`config.mk`:
```
export PLATFORM = sky130hd
export DESIGN_NAME = shutdown_frame_decoder
export DESIGN_NICKNAME = d
export VERILOG_FILES = /design/src/design/sfd_pkg.sv /design/src/design/sfd_fifo.sv /design/src/design/sfd_front.sv /design/src/design/sfd_back.sv /design/src/design/shutdown_frame_decoder.sv
export SDC_FILE = /design/constraint.sdc
export NUM_CORES = 1
export LEC_CHECK = 0
export BUFFER_PORTS_ARGS = -buffer_cell sky130_fd_sc_hd__buf_2
export CELL_PAD_IN_SITES_DETAIL_PLACEMENT = 1
export CELL_PAD_IN_SITES_GLOBAL_PLACEMENT = 2
export CORE_ASPECT_RATIO = 1.75
export CORE_MARGIN = 2
export CORE_UTILIZATION = 45
export CTS_CLUSTER_DIAMETER = 80
export CTS_CLUSTER_SIZE = 20
export DETAILED_ROUTE_END_ITERATION = 8
export PLACE_DENSITY_LB_ADDON = 0.3
export SETUP_SLACK_MARGIN = 0.1
export SLEW_MARGIN = 10
export SYNTH_ARGS = -nofsm -noshare
export SYNTH_HDL_FRONTEND = slang
export SYNTH_HIERARCHICAL = 1
export SYNTH_SLANG_ARGS = --single-unit
export TNS_END_PERCENT = 30
```
`constraint.sdc`:
```
create_clock -name clk -period 36.5 [get_ports clk]
set_clock_uncertainty 0.15 [all_clocks]
set_input_delay 10.95 -clock clk [delete_from_list [all_inputs] [get_ports clk]]
set_output_delay 10.95 -clock clk [all_outputs]
set_load 0.02 [all_outputs]
```
`src/design/sfd_pkg.sv`:
```
// Shared types, constants and helpers for the shutdown frame decoder.
`timescale 1ns / 1ps

package sfd_pkg;

    localparam int FRAME_BYTES_DEFAULT = 48;
    localparam int INDEX_W = 9;
    localparam logic [INDEX_W-1:0] INDEX_MAX = 9'd511;

    localparam logic [31:0] MAGIC_WORD   = 32'h4453_4958;
    localparam logic [15:0] TYPE_REQUEST = 16'd1;
    localparam logic [15:0] TYPE_ACK     = 16'd2;
    localparam logic [15:0] VERSION_WORD = 16'd1;

    localparam logic [INDEX_W-1:0] HEADER_END   = 9'd8;
    localparam logic [INDEX_W-1:0] CODE_POS     = 9'd40;
    localparam logic [INDEX_W-1:0] RESERVED_POS = 9'd41;

    localparam int CFG_INDEX_W = 3;
    localparam logic [CFG_INDEX_W-1:0] REG_FRAME_MODE       = 3'd0;
    localparam logic [CFG_INDEX_W-1:0] REG_FORCE_STOP_CODE  = 3'd1;
    localparam logic [CFG_INDEX_W-1:0] REG_ACCEPTED_CODE    = 3'd2;
    localparam logic [CFG_INDEX_W-1:0] REG_ALREADY_STOPPING = 3'd3;
    localparam logic [CFG_INDEX_W-1:0] REG_REJECTED_CODE    = 3'd4;

    localparam logic [7:0] ALREADY_STOPPING_RESET = 8'd1;
    localparam logic [7:0] REJECTED_RESET         = 8'd2;

    localparam logic [2:0] STATUS_OK           = 3'd0;
    localparam logic [2:0] STATUS_BAD_LENGTH   = 3'd1;
    localparam logic [2:0] STATUS_BAD_HEADER   = 3'd2;
    localparam logic [2:0] STATUS_RESERVED     = 3'd3;
    localparam logic [2:0] STATUS_INVALID      = 3'd4;

    typedef struct packed {
        logic [7:0] data_byte;
        logic       last;
    } item_t;

    typedef struct packed {
        logic [2:0]  status;
        logic [63:0] generation;
        logic [63:0] epoch;
        logic [63:0] identity;
        logic [63:0] time_ns;
        logic [7:0]  code;
    } result_t;

    typedef struct packed {
        logic       frame_mode;
        logic [7:0] force_stop_code;
        logic [7:0] accepted_code;
        logic [7:0] already_stopping_code;
        logic [7:0] rejected_code;
    } cfg_t;

    // one classified frame byte handed from front to back
    typedef struct packed {
        logic [7:0] data_byte;
        logic       header_bad;
        logic       reserved_bad;
        logic       is_field;
        logic [1:0] field_sel;
        logic [2:0] lane;
        logic       is_code;
        logic       last;
        logic       length_ok;
    } byte_class_t;

    function automatic logic [7:0] header_byte(input logic [2:0] pos, input logic mode);
        logic [15:0] type_word;
        type_word = mode ? TYPE_ACK : TYPE_REQUEST;
        unique case (pos)
            3'd0, 3'd1, 3'd2, 3'd3: header_byte = MAGIC_WORD[{pos[1:0], 3'b000} +: 8];
            3'd4, 3'd5:             header_byte = type_word[{pos[0], 3'b000} +: 8];
            default:                header_byte = VERSION_WORD[{pos[0], 3'b000} +: 8];
        endcase
    endfunction

endpackage

```
`src/design/sfd_fifo.sv`:
```
// Small first-in first-out queue of packed items.
`timescale 1ns / 1ps

module sfd_fifo #(
    parameter type T     = logic,
    parameter int  DEPTH = 2
) (
    input  logic clk,
    input  logic rst_n,
    input  logic wr_en,
    input  T     wr_data,
    output logic full,
    input  logic rd_en,
    output T     rd_data,
    output logic empty
);
    localparam int PTR_W = (DEPTH > 1) ? $clog2(DEPTH) : 1;
    localparam int CNT_W = $clog2(DEPTH + 1);
    localparam logic [PTR_W-1:0] PTR_LAST = PTR_W'(DEPTH - 1);

    T                 mem [DEPTH];
    logic [PTR_W-1:0] wr_ptr_reg, wr_ptr_next;
    logic [PTR_W-1:0] rd_ptr_reg, rd_ptr_next;
    logic [CNT_W-1:0] count_reg, count_next;
    logic             do_wr;
    logic             do_rd;

    assign full    = (count_reg == CNT_W'(DEPTH));
    assign empty   = (count_reg == '0);
    assign do_wr   = wr_en && !full;
    assign do_rd   = rd_en && !empty;
    assign rd_data = mem[rd_ptr_reg];

    always_comb
    begin
        wr_ptr_next = wr_ptr_reg;
        rd_ptr_next = rd_ptr_reg;
        count_next  = count_reg;
        if (do_wr)
        begin
            wr_ptr_next = (wr_ptr_reg == PTR_LAST) ? '0 : wr_ptr_reg + 1'b1;
        end
        if (do_rd)
        begin
            rd_ptr_next = (rd_ptr_reg == PTR_LAST) ? '0 : rd_ptr_reg + 1'b1;
        end
        if (do_wr && !do_rd)
        begin
            count_next = count_reg + 1'b1;
        end
        else if (!do_wr && do_rd)
        begin
            count_next = count_reg - 1'b1;
        end
    end

    always_ff @(posedge clk or negedge rst_n)
    begin
        if (!rst_n)
        begin
            wr_ptr_reg <= '0;
            rd_ptr_reg <= '0;
            count_reg  <= '0;
        end
        else
        begin
            wr_ptr_reg <= wr_ptr_next;
            rd_ptr_reg <= rd_ptr_next;
            count_reg  <= count_next;
        end
    end

    always_ff @(posedge clk)
    begin
        if (do_wr)
        begin
            mem[wr_ptr_reg] <= wr_data;
        end
    end

endmodule

```
`src/design/sfd_front.sv`:
```
// Front end: tracks the byte position and classifies each incoming frame byte.
`timescale 1ns / 1ps

module sfd_front #(
    parameter int FRAME_BYTES = sfd_pkg::FRAME_BYTES_DEFAULT
) (
    input  logic                clk,
    input  logic                rst_n,
    input  logic                accept,
    input  sfd_pkg::item_t      item,
    input  logic                frame_mode,
    output sfd_pkg::byte_class_t cls
);
    import sfd_pkg::*;

    localparam logic [INDEX_W-1:0] FRAME_LEN = INDEX_W'(FRAME_BYTES);

    logic [INDEX_W-1:0] index_reg, index_next;
    logic [INDEX_W-1:0] count_inc;
    logic [1:0]         field_idx;
    logic               in_frame;

    assign count_inc = (index_reg < INDEX_MAX) ? index_reg + 1'b1 : index_reg;
    assign in_frame  = (index_reg < FRAME_LEN);
    assign field_idx = index_reg[4:3] - 2'd1;

    always_comb
    begin
        cls              = '0;
        cls.data_byte    = item.data_byte;
        cls.last         = item.last;
        cls.length_ok    = (count_inc == FRAME_LEN);
        cls.lane         = index_reg[2:0];
        cls.field_sel    = field_idx;
        if (in_frame)
        begin
            if (index_reg < HEADER_END)
            begin
                cls.header_bad = (item.data_byte != header_byte(index_reg[2:0], frame_mode));
            end
            else if (index_reg < CODE_POS)
            begin
                cls.is_field = 1'b1;
            end
            else if (index_reg == CODE_POS)
            begin
                cls.is_code = 1'b1;
            end
            else if (index_reg >= RESERVED_POS)
            begin
                cls.reserved_bad = (item.data_byte != 8'd0);
            end
        end
    end

    always_comb
    begin
        index_next = index_reg;
        if (accept)
        begin
            index_next = item.last ? '0 : count_inc;
        end
    end

    always_ff @(posedge clk or negedge rst_n)
    begin
        if (!rst_n)
        begin
            index_reg <= '0;
        end
        else
        begin
            index_reg <= index_next;
        end
    end

endmodule

```
`src/design/sfd_back.sv`:
```
// Back end: assembles the frame fields and judges the frame at its last byte.
`timescale 1ns / 1ps

module sfd_back (
    input  logic                 clk,
    input  logic                 rst_n,
    input  sfd_pkg::cfg_t        cfg,
    input  logic                 cls_valid,
    input  sfd_pkg::byte_class_t cls,
    output logic                 cls_take,
    input  logic                 res_full,
    output logic                 res_push,
    output sfd_pkg::result_t     res
);
    import sfd_pkg::*;

    logic [63:0] acc_reg [4];
    logic [63:0] acc_next [4];
    logic [7:0]  code_reg, code_next;
    logic        header_err_reg, header_err_next;
    logic        reserved_err_reg, reserved_err_next;
    logic [63:0] shifted;
    logic        any_zero;
    logic        code_ok;
    logic        show;

    assign cls_take = cls_valid && (!cls.last || !res_full);
    assign res_push = cls_take && cls.last;
    assign shifted  = {56'd0, cls.data_byte} << {cls.lane, 3'b000};

    always_comb
    begin
        for (int f = 0; f < 4; f++)
        begin
            acc_next[f] = acc_reg[f];
            if (cls.is_field && (cls.field_sel == 2'(f)))
            begin
                acc_next[f] = acc_reg[f] | shifted;
            end
        end
        code_next         = cls.is_code ? cls.data_byte : code_reg;
        header_err_next   = header_err_reg | cls.header_bad;
        reserved_err_next = reserved_err_reg | cls.reserved_bad;
    end

    always_comb
    begin
        any_zero = (acc_next[0] == '0) || (acc_next[1] == '0) ||
                   (acc_next[2] == '0) || (acc_next[3] == '0);
        if (!cfg.frame_mode)
        begin
            code_ok = (code_next == cfg.force_stop_code);
        end
        else
        begin
            code_ok = (code_next == cfg.accepted_code) ||
                      (code_next == cfg.already_stopping_code) ||
                      (code_next == cfg.rejected_code);
        end

        if (!cls.length_ok)
        begin
            res.status = STATUS_BAD_LENGTH;
        end
        else if (header_err_next)
        begin
            res.status = STATUS_BAD_HEADER;
        end
        else if (reserved_err_next)
        begin
            res.status = STATUS_RESERVED;
        end
        else if (any_zero || !code_ok)
        begin
            res.status = STATUS_INVALID;
        end
        else
        begin
            res.status = STATUS_OK;
        end

        show           = (res.status == STATUS_OK) || (res.status == STATUS_INVALID);
        res.generation = show ? acc_next[0] : '0;
        res.epoch      = show ? acc_next[1] : '0;
        res.identity   = show ? acc_next[2] : '0;
        res.time_ns    = show ? acc_next[3] : '0;
        res.code       = show ? code_next : '0;
    end

    always_ff @(posedge clk or negedge rst_n)
    begin
        if (!rst_n)
        begin
            for (int f = 0; f < 4; f++)
            begin
                acc_reg[f] <= '0;
            end
            code_reg         <= '0;
            header_err_reg   <= 1'b0;
            reserved_err_reg <= 1'b0;
        end
        else if (cls_take)
        begin
            if (cls.last)
            begin
                for (int f = 0; f < 4; f++)
                begin
                    acc_reg[f] <= '0;
                end
                code_reg         <= '0;
                header_err_reg   <= 1'b0;
                reserved_err_reg <= 1'b0;
            end
            else
            begin
                for (int f = 0; f < 4; f++)
                begin
                    acc_reg[f] <= acc_next[f];
                end
                code_reg         <= code_next;
                header_err_reg   <= header_err_next;
                reserved_err_reg <= reserved_err_next;
            end
        end
    end

endmodule

```
`src/design/shutdown_frame_decoder.sv`:
```
// Top level of the shutdown frame decoder.
//
// Usage:
//   Frame bytes enter on item (data_byte, last) through push/full, one
//   request per cycle while full is low. The final byte carries last.
//   One result per frame leaves on result through empty/pop: its status
//   and, if OK or invalid, the assembled 64-bit fields and code byte.
//   Registers are written through cfg_write/cfg_index/cfg_data while idle.
// Timing:
//   Each byte is classified as it is accepted and queued; the back end
//   folds one byte per cycle, while the result queue has room, into the
//   field accumulators. The last byte is registered in the middle queue;
//   the back end then writes its result into the output queue for pop.
//   Sustained rate is one byte per cycle while results are popped, set
//   by the single-byte accumulator update in the back end.
// Reset:
//   rst_n clears the byte position, accumulators, queues and registers
//   (codes reset to 0, 0, 1, 2; mode to request frames).
// Stall:
//   While pop is held low, up to two results wait in the output queue and
//   two bytes in the middle queue; full then rises and holds the input.
`timescale 1ns / 1ps

module shutdown_frame_decoder #(
    parameter int FRAME_BYTES = sfd_pkg::FRAME_BYTES_DEFAULT
) (
    input  logic                          clk,
    input  logic                          rst_n,
    input  logic                          push,
    output logic                          full,
    input  sfd_pkg::item_t                item,
    output logic                          empty,
    input  logic                          pop,
    output sfd_pkg::result_t              result,
    input  logic                          cfg_write,
    input  logic [sfd_pkg::CFG_INDEX_W-1:0] cfg_index,
    input  logic [7:0]                    cfg_data
);
    import sfd_pkg::*;

    cfg_t        cfg_reg;
    byte_class_t front_cls;
    byte_class_t mid_cls;
    logic        accept;
    logic        mid_empty;
    logic        mid_take;
    logic        res_full;
    logic        res_push;
    result_t     back_res;

    assign accept = push && !full;

    always_ff @(posedge clk or negedge rst_n)
    begin
        if (!rst_n)
        begin
            cfg_reg.frame_mode            <= 1'b0;
            cfg_reg.force_stop_code       <= '0;
            cfg_reg.accepted_code         <= '0;
            cfg_reg.already_stopping_code <= ALREADY_STOPPING_RESET;
            cfg_reg.rejected_code         <= REJECTED_RESET;
        end
        else if (cfg_write)
        begin
            unique case (cfg_index)
                REG_FRAME_MODE:       cfg_reg.frame_mode            <= cfg_data[0];
                REG_FORCE_STOP_CODE:  cfg_reg.force_stop_code       <= cfg_data;
                REG_ACCEPTED_CODE:    cfg_reg.accepted_code         <= cfg_data;
                REG_ALREADY_STOPPING: cfg_reg.already_stopping_code <= cfg_data;
                REG_REJECTED_CODE:    cfg_reg.rejected_code         <= cfg_data;
                default:              ;
            endcase
        end
    end

    sfd_front #(
        .FRAME_BYTES (FRAME_BYTES)
    ) u_front (
        .clk        (clk),
        .rst_n      (rst_n),
        .accept     (accept),
        .item       (item),
        .frame_mode (cfg_reg.frame_mode),
        .cls        (front_cls)
    );

    sfd_fifo #(
        .T     (byte_class_t),
        .DEPTH (2)
    ) u_mid_fifo (
        .clk     (clk),
        .rst_n   (rst_n),
        .wr_en   (push),
        .wr_data (front_cls),
        .full    (full),
        .rd_en   (mid_take),
        .rd_data (mid_cls),
        .empty   (mid_empty)
    );

    sfd_back u_back (
        .clk       (clk),
        .rst_n     (rst_n),
        .cfg       (cfg_reg),
        .cls_valid (!mid_empty),
        .cls       (mid_cls),
        .cls_take  (mid_take),
        .res_full  (res_full),
        .res_push  (res_push),
        .res       (back_res)
    );

    sfd_fifo #(
        .T     (result_t),
        .DEPTH (2)
    ) u_res_fifo (
        .clk     (clk),
        .rst_n   (rst_n),
        .wr_en   (res_push),
        .wr_data (back_res),
        .full    (res_full),
        .rd_en   (pop),
        .rd_data (result),
        .empty   (empty)
    );

endmodule

```
==> out/metrics.csv, run 1 <==
stage,metric,value,unit
status,status,"finished, final reports clean",
floorplanning,row cnt,141,
floorplanning,die height,390,microns
floorplanning,CORE AREA,84500,sq um
detailed_routing,DR vias,24497,
sta,TNS Setup,0,ns
placement,dpl cells,4174,
cells_and_area,post-route cell area,42000,sq um
synth,Synth Register Bits,888,
sta,worst-margin pin slew,1.09,ns
cts,"CTS clk-pin slew, worst paths",0.09,ns
hold_path,Worst Hold Class,register to register,
grt,first-pass GRT wire length,166,mm
setup_path,Most Frequent Cell on Critical Path,buf_4,
detailed_routing,Antenna Nets Post-Route,0,
hold_path,hold depth,2,
setup_path,CP Class,register to output port,
hold_path,Worst Min Path Start,u_back/code_reg[3],
placement,pre-CTS WS,22.01,ns
pwr,Final Power,3.45,mW
synth,Ys Warns,6,
sta,"Period Utilization, post-route",41.5,%
cells_and_area,multi-input logic area,12200,sq um
grt,Total GRT Usage,25.0,%
cells_and_area,Reg area,25100,sq um
setup_path,Critical Path AT,4.03,ns
detailed_routing,DRT Wirelength,110,mm
setup_path,"Slowest-stage cell, CP",dfrtp_4,
setup_path,Critical R2R Capture,u_res_fifo/mem[0][92],
detailed_routing,WL/cell,25.8,microns
setup_path,Reg-to-Reg Start,u_mid_fifo/rd_ptr_reg,
cells_and_area,non-filler instance count after layout,4268,
synth,register area share after synthesis,65.4,%
sta,Final WS setup,21.37,ns
pwr,VDD IR-drop max,0.0704,mV
cells_and_area,Filler cells,8675,
setup_path,required time worst endpoint,25.40,ns
detailed_routing,DRC viols,0,
cts,Post-CTS Hold Fix Bufs,0,
pwr,Cell Int Power,2.08,mW
cts,CTS Buf Count,51,
cells_and_area,"commonest cells after routing, fill and taps aside","nor2_1 (602), edfxtp_1 (572), a21oi_1 (533)",
cells_and_area,fin nets,3189,
cells_and_area,final core utilization,49.7,%
cells_and_area,"most common cell after layout, fill and taps aside",nor2_1,
floorplanning,die width,225,microns
sta,Max Slew Vio Count,0,
pwr,Power Density,82.1,nW/um^2
cells_and_area,antenna cells,0,
pwr,switching power,1.36,mW
floorplanning,# IOs,294,
floorplanning,Initial Util,45.4,%
grt,grt ovf,0,
cts,post-CTS setup buffers,0,
placement,routability cong.,0.846,
sta,RSZ-0062 raised after global routing,false,
cts,# clock sinks,888,
floorplanning,Die ar.,87700,sq um
setup_path,sum of buffers and inverters on the critical path,3,
placement,dpl cell area,40500,sq um
pwr,sw frac,39.5,%
cts,TritonCTS clock tree,built,
placement,IO buf count,293,
setup_path,Reg2Reg Depth,9,
sta,fmax,0.0661,GHz
synth,Syn Nets,3002,
run,# Max-Cap Violations,0,
pwr,Comb pwr share,41.0,%
cts,root buffer cell,clkbuf_16,
grt,antenna violations before repair,0,
sta,Setup-failing EPs final,0,
synth,Synth async-reset ratio,35.6,%
hold_path,Min-Delay Endpoint,u_back/code_reg[3],
grt,pin count of the biggest net entering global routing,193,
pwr,Leak Pwr,16.3,nW
cts,Clock Tree Buf Depth,3,
sta,hold slack,0.342,ns
placement,HPWL after DPL,76.0,mm
setup_path,R2R setup slack,30.62,ns
grt,vias in the first global route,26132,
setup_path,slowest cell delay on critical path,1.01,ns
cts,H-tree Lvls,2,
cells_and_area,Area Overhead vs Synth,9.50,%
synth,Syn Area/Cell,12.9,sq um
synth,Post-synth EDFFs,572,
pwr,Flop pwr share,41.7,%
sta,Period minus WS final,15.13,ns
setup_path,cell family with most CP delay,buffers and inverters,
synth,Synth Instances,2968,
cells_and_area,Largest register FFs,534,
cts,Clock Latency Late Sink,0.64,ns
setup_path,Worst path depth,4,
setup_path,crit path launch type,register,
setup_path,CP cell instances,buf_4 -> buf_4 -> mux2_2 -> buf_2,
synth,Synth Flop Type,edfxtp_1,
synth,post-synth cell types,78,
synth,mapped cell area,38300,sq um
sta,max_slew headroom,27.5,%
cells_and_area,share of layout cells above drive strength 1,23.0,%
pwr,clock group share of total power,17.2,%
cts,"Gates resized, CTS repair",0,
sta,Final Hold Fails,0,
setup_path,"critical path fanouts, max",62,
detailed_routing,Initial DRC Count,1924,
setup_path,critical path endpoint category,output port,
detailed_routing,DR pass1 iterations,5,
detailed_routing,Avg Vias per Cell,5.74,
-- worst reg2reg max path: cells and delay by family (launching register included) --
kind | cells | cell delay, ns
buf+inv | 5 | 3.40
mux | 1 | 0.35
simple gates | 3 | 0.61
flops | 1 | 0.95
-- cell families (layout without fill, tap and decap cells) --
group                      count (synthesis)  count (layout)  synth area share [%]
DFF                                      888             888                  65.4
xor gates and xnor gates                  48              48                  1.10
adders and majority gates                  9               9                 0.294
AOI/OAI and AO/OA                        624             624                  8.59
muxes                                    329             329                  11.7
and+or+nand+nor                          849             849                  9.89
buffers and inverters                    221             449                  3.03
-- how the worst max path moves through the flow --
stage	slack, ns	to	startpoint
after floorplan	22.89	u_res_fifo/mem[0][0]	u_mid_fifo/rd_ptr_reg
after global placement	22.09	result[221]	u_res_fifo/rd_ptr_reg
after detailed placement	22.01	result[217]	u_res_fifo/rd_ptr_reg
after CTS	21.28	result[217]	u_res_fifo/rd_ptr_reg
after global routing	21.15	result[222]	u_res_fifo/rd_ptr_reg
final	21.37	result[217]	u_res_fifo/rd_ptr_reg
-- power groups by stage --
stage	clock network (mW)	logic, mW	registers (mW)
after floorplan	0	1.01	1.47
after global placement	0	1.40	1.45
after CTS	0.611	1.43	1.44
final	0.594	1.41	1.44
after global routing	0.639	1.51	1.46
after detailed placement	0	1.42	1.46
-- layer usage --
metal | share of wire [%] | track usage, % | up-vias
li1 | - | - | 11076
met1 | 40 | 31.0 | 12654
met2 | 52 | 45.1 | 622
met3 | 4.3 | 3.26 | 145
met4 | 3.1 | 7.83 | 0
met5 | 0 | 0 | -
-- area by class of cell --
cell class | instances | area share (%)
clock buffer | 90 | 3.39
timing repair buffer | 334 | 4.31
multi-input combinational | 1859 | 29.1
inverter | 21 | 0.194
clock inverter | 4 | 0.113
tap | 1072 | 3.19
sequential | 888 | 59.7
-- Yosys cell counts (4+ instances only) --
library cell / count / share of area [%]
inv_1: 20 / 0.20
and3_1: 9 / 0.15
mux2_4: 209 / 8.2
nand2b_1: 17 / 0.28
o21ai_0: 31 / 0.40
dfrtp_1: 314 / 20
a31o_2: 4 / 0.091
edfxtp_1: 572 / 45
nor2b_1: 12 / 0.20
nand4_1: 22 / 0.36
buf_6: 33 / 0.97
mux2_1: 19 / 0.56
buf_2: 15 / 0.20
nor4_1: 76 / 1.2
o21ai_1: 4 / 0.052
mux2_2: 93 / 2.7
a31oi_1: 8 / 0.13
xor2_1: 14 / 0.32
o31ai_1: 5 / 0.098
xnor2_1: 34 / 0.78
buf_4: 17 / 0.33
a21oi_1: 533 / 7.0
nand3_1: 10 / 0.13
buf_1: 17 / 0.17
mux2i_1: 8 / 0.21
ha_1: 9 / 0.29
nand2_1: 41 / 0.40
clkbuf_1: 118 / 1.2
a41oi_1: 5 / 0.11
nor3_1: 13 / 0.17
nor2_1: 610 / 6.0
a221oi_1: 4 / 0.091
(Power assumes the default switching activity.)
==> inputs of run 2 (changes only) <==
--- a/config.mk
+++ b/config.mk
@@ -10,7 +10,7 @@
 export CELL_PAD_IN_SITES_GLOBAL_PLACEMENT = 2
 export CORE_ASPECT_RATIO = 1.75
 export CORE_MARGIN = 2
-export CORE_UTILIZATION = 45
+export CORE_UTILIZATION = 42
 export CTS_CLUSTER_DIAMETER = 80
 export CTS_CLUSTER_SIZE = 20
 export DETAILED_ROUTE_END_ITERATION = 8
==> constraint.sdc (replaced) <==
create_clock -name clk -period 14.5 [get_ports clk]
set_clock_uncertainty 0.15 [all_clocks]
set_input_delay 4.35 -clock clk [delete_from_list [all_inputs] [get_ports clk]]
set_output_delay 4.35 -clock clk [all_outputs]
set_load 0.02 [all_outputs]
==> out/metrics.csv, run 2 (synthesized netlist as in run 1, its figures left out) <==
stage,metric,value,unit,change
cells_and_area,Largest register FFs,534,,unchanged
cts,post-CTS setup buffers,0,,unchanged
cts,Post-CTS Hold Fix Bufs,0,,unchanged
grt,Total GRT Usage,23.7,%,was 25.0%
pwr,switching power,3.43,mW,was 1.36 mW
cells_and_area,Area Overhead vs Synth,9.84,%,was 9.50%
sta,Final Hold Fails,0,,unchanged
grt,vias in the first global route,26297,,was 26132
floorplanning,row cnt,146,,was 141
cts,Clock Tree Buf Depth,3,,unchanged
setup_path,CP Class,register to output port,,unchanged
grt,first-pass GRT wire length,168,mm,was 166 mm
sta,TNS Setup,0,ns,unchanged
placement,routability cong.,0.854,,was 0.846
floorplanning,Die ar.,93800,sq um,was 87700 sq um
cts,TritonCTS clock tree,built,,unchanged
detailed_routing,DRT Wirelength,112,mm,was 110 mm
floorplanning,# IOs,294,,unchanged
floorplanning,Initial Util,42.4,%,was 45.4%
status,status,"finished, final reports clean",,unchanged
pwr,VDD IR-drop max,0.126,mV,was 0.0704 mV
placement,pre-CTS WS,6.47,ns,was 22.01 ns
setup_path,critical path endpoint category,output port,,unchanged
pwr,Cell Int Power,5.25,mW,was 2.08 mW
placement,HPWL after DPL,78.4,mm,was 76.0 mm
cells_and_area,"most common cell after layout, fill and taps aside",nor2_1,,unchanged
sta,"Period Utilization, post-route",59.6,%,
sta,RSZ-0062 raised after global routing,false,,unchanged
setup_path,slowest cell delay on critical path,0.92,ns,was 1.01 ns
cells_and_area,Filler cells,9449,,was 8675
cts,Clock Latency Late Sink,0.65,ns,was 0.64 ns
pwr,clock group share of total power,17.1,%,was 17.2%
grt,antenna violations before repair,0,,unchanged
floorplanning,die height,404,microns,was 390 microns
pwr,Final Power,8.68,mW,was 3.45 mW
hold_path,Worst Hold Class,register to register,,unchanged
pwr,Flop pwr share,41.6,%,was 41.7%
setup_path,"Slowest-stage cell, CP",buf_4,,was dfrtp_4
sta,max_slew headroom,21.1,%,was 27.5%
floorplanning,CORE AREA,90400,sq um,was 84500 sq um
pwr,Comb pwr share,41.2,%,was 41.0%
sta,fmax,0.116,GHz,
cells_and_area,antenna cells,0,,unchanged
detailed_routing,DR pass1 iterations,5,,unchanged
detailed_routing,Antenna Nets Post-Route,0,,unchanged
cts,H-tree Lvls,2,,unchanged
setup_path,Reg2Reg Depth,8,,was 9
sta,Max Slew Vio Count,0,,unchanged
placement,IO buf count,293,,unchanged
setup_path,Worst path depth,5,,was 4
hold_path,hold depth,2,,unchanged
setup_path,Most Frequent Cell on Critical Path,buf_4,,unchanged
setup_path,required time worst endpoint,10.00,ns,was 25.40 ns
cts,root buffer cell,clkbuf_16,,unchanged
cts,# clock sinks,888,,unchanged
setup_path,sum of buffers and inverters on the critical path,4,,was 3
pwr,sw frac,39.5,%,about the same
pwr,Leak Pwr,16.3,nW,about the same
sta,hold slack,0.339,ns,was 0.342 ns
cells_and_area,"commonest cells after routing, fill and taps aside","nor2_1 (603), edfxtp_1 (572), a21oi_1 (533)",,"was nor2_1 (602), edfxtp_1 (572), a21oi_1 (533)"
setup_path,CP cell instances,buf_4 -> buf_4 -> buf_4 -> mux2_4 -> buf_2,,was buf_4 -> buf_4 -> mux2_2 -> buf_2
setup_path,Critical Path AT,4.14,ns,was 4.03 ns
setup_path,cell family with most CP delay,buffers and inverters,,unchanged
cells_and_area,Reg area,25100,sq um,unchanged
run,# Max-Cap Violations,0,,unchanged
detailed_routing,DR vias,24589,,was 24497
setup_path,"critical path fanouts, max",60,,was 62
detailed_routing,Avg Vias per Cell,5.61,,was 5.74
sta,Final WS setup,5.86,ns,was 21.37 ns
sta,Period minus WS final,8.64,ns,
pwr,Power Density,206,nW/um^2,was 82.1 nW/um^2
floorplanning,die width,232,microns,was 225 microns
grt,pin count of the biggest net entering global routing,144,,was 193
sta,Setup-failing EPs final,0,,unchanged
detailed_routing,Initial DRC Count,1737,,was 1924
setup_path,R2R setup slack,9.55,ns,was 30.62 ns
cells_and_area,share of layout cells above drive strength 1,23.0,%,unchanged
cts,"CTS clk-pin slew, worst paths",0.08,ns,was 0.09 ns
cells_and_area,multi-input logic area,12200,sq um,about the same
setup_path,crit path launch type,register,,unchanged
detailed_routing,WL/cell,25.5,microns,was 25.8 microns
cts,"Gates resized, CTS repair",0,,unchanged
cells_and_area,fin nets,3190,,was 3189
sta,worst-margin pin slew,1.18,ns,was 1.09 ns
cts,CTS Buf Count,50,,was 51
detailed_routing,DRC viols,0,,unchanged
grt,grt ovf,0,,unchanged
==> run 2: worst paths after layout <==
path | start | to
setup reg to reg | u_mid_fifo/rd_ptr_reg | u_res_fifo/mem[0][175]
min in group asynchronous | rst_n | cfg_reg[19]
hold / removal | u_back/code_reg[4] | u_back/code_reg[4]
max in group asynchronous | rst_n | u_back/acc_reg[127]
setup / recovery | u_res_fifo/rd_ptr_reg | result[205]
hold reg to reg | u_back/code_reg[4] | u_back/code_reg[4]
==> run 2: layer usage <==
| metal | vias up | part of all wire (%) | track usage (%) |
|---|---|---|---|
| li1 | 11086 | - | - |
| met3 | 178 | 4.3 | 3.04 |
| met5 | - | 0 | 0 |
| met4 | 0 | 4.0 | 9.17 |
| met1 | 12727 | 39 | 28.3 |
| met2 | 598 | 53 | 42.9 |
==> run 2: area by class of cell <==
type | count | area share (%)
Multi-Input combinational cell | 1859 | 28.9
Clock buffer | 89 | 3.38
Sequential cell | 888 | 59.6
Timing Repair Buffer | 336 | 4.30
Clock inverter | 3 | 0.107
Tap cell | 1184 | 3.52
Inverter | 21 | 0.193
==> run 2: worst min-delay path: cells and delay by family (launching register included) <==
family | cells | cell delay (ns)
flops | 1 | 0.34
compound gates | 1 | 0.06
simple gates | 1 | 0.05
==> run 2: stage by stage <==
stage	area, sq um	utilization, %	std cells
3_3_place_gp	40700	45.0	4288
2_1_floorplan	38300	-	2968
6_report	42100	46.6	4380
5_1_grt	42100	46.6	4380
3_5_place_dp	40700	45.0	4288
4_1_cts	42100	46.6	4380
==> run 2: power by group through the flow <==
stage               Sequential (mW)  Combinational (mW)  Clock [mW]
floorplan                      3.70                2.54           0
global placement               3.64                3.55           0
detailed placement             3.67                3.61           0
CTS                            3.62                3.63        1.53
global route                   3.67                3.82        1.61
finish                         3.61                3.58        1.49
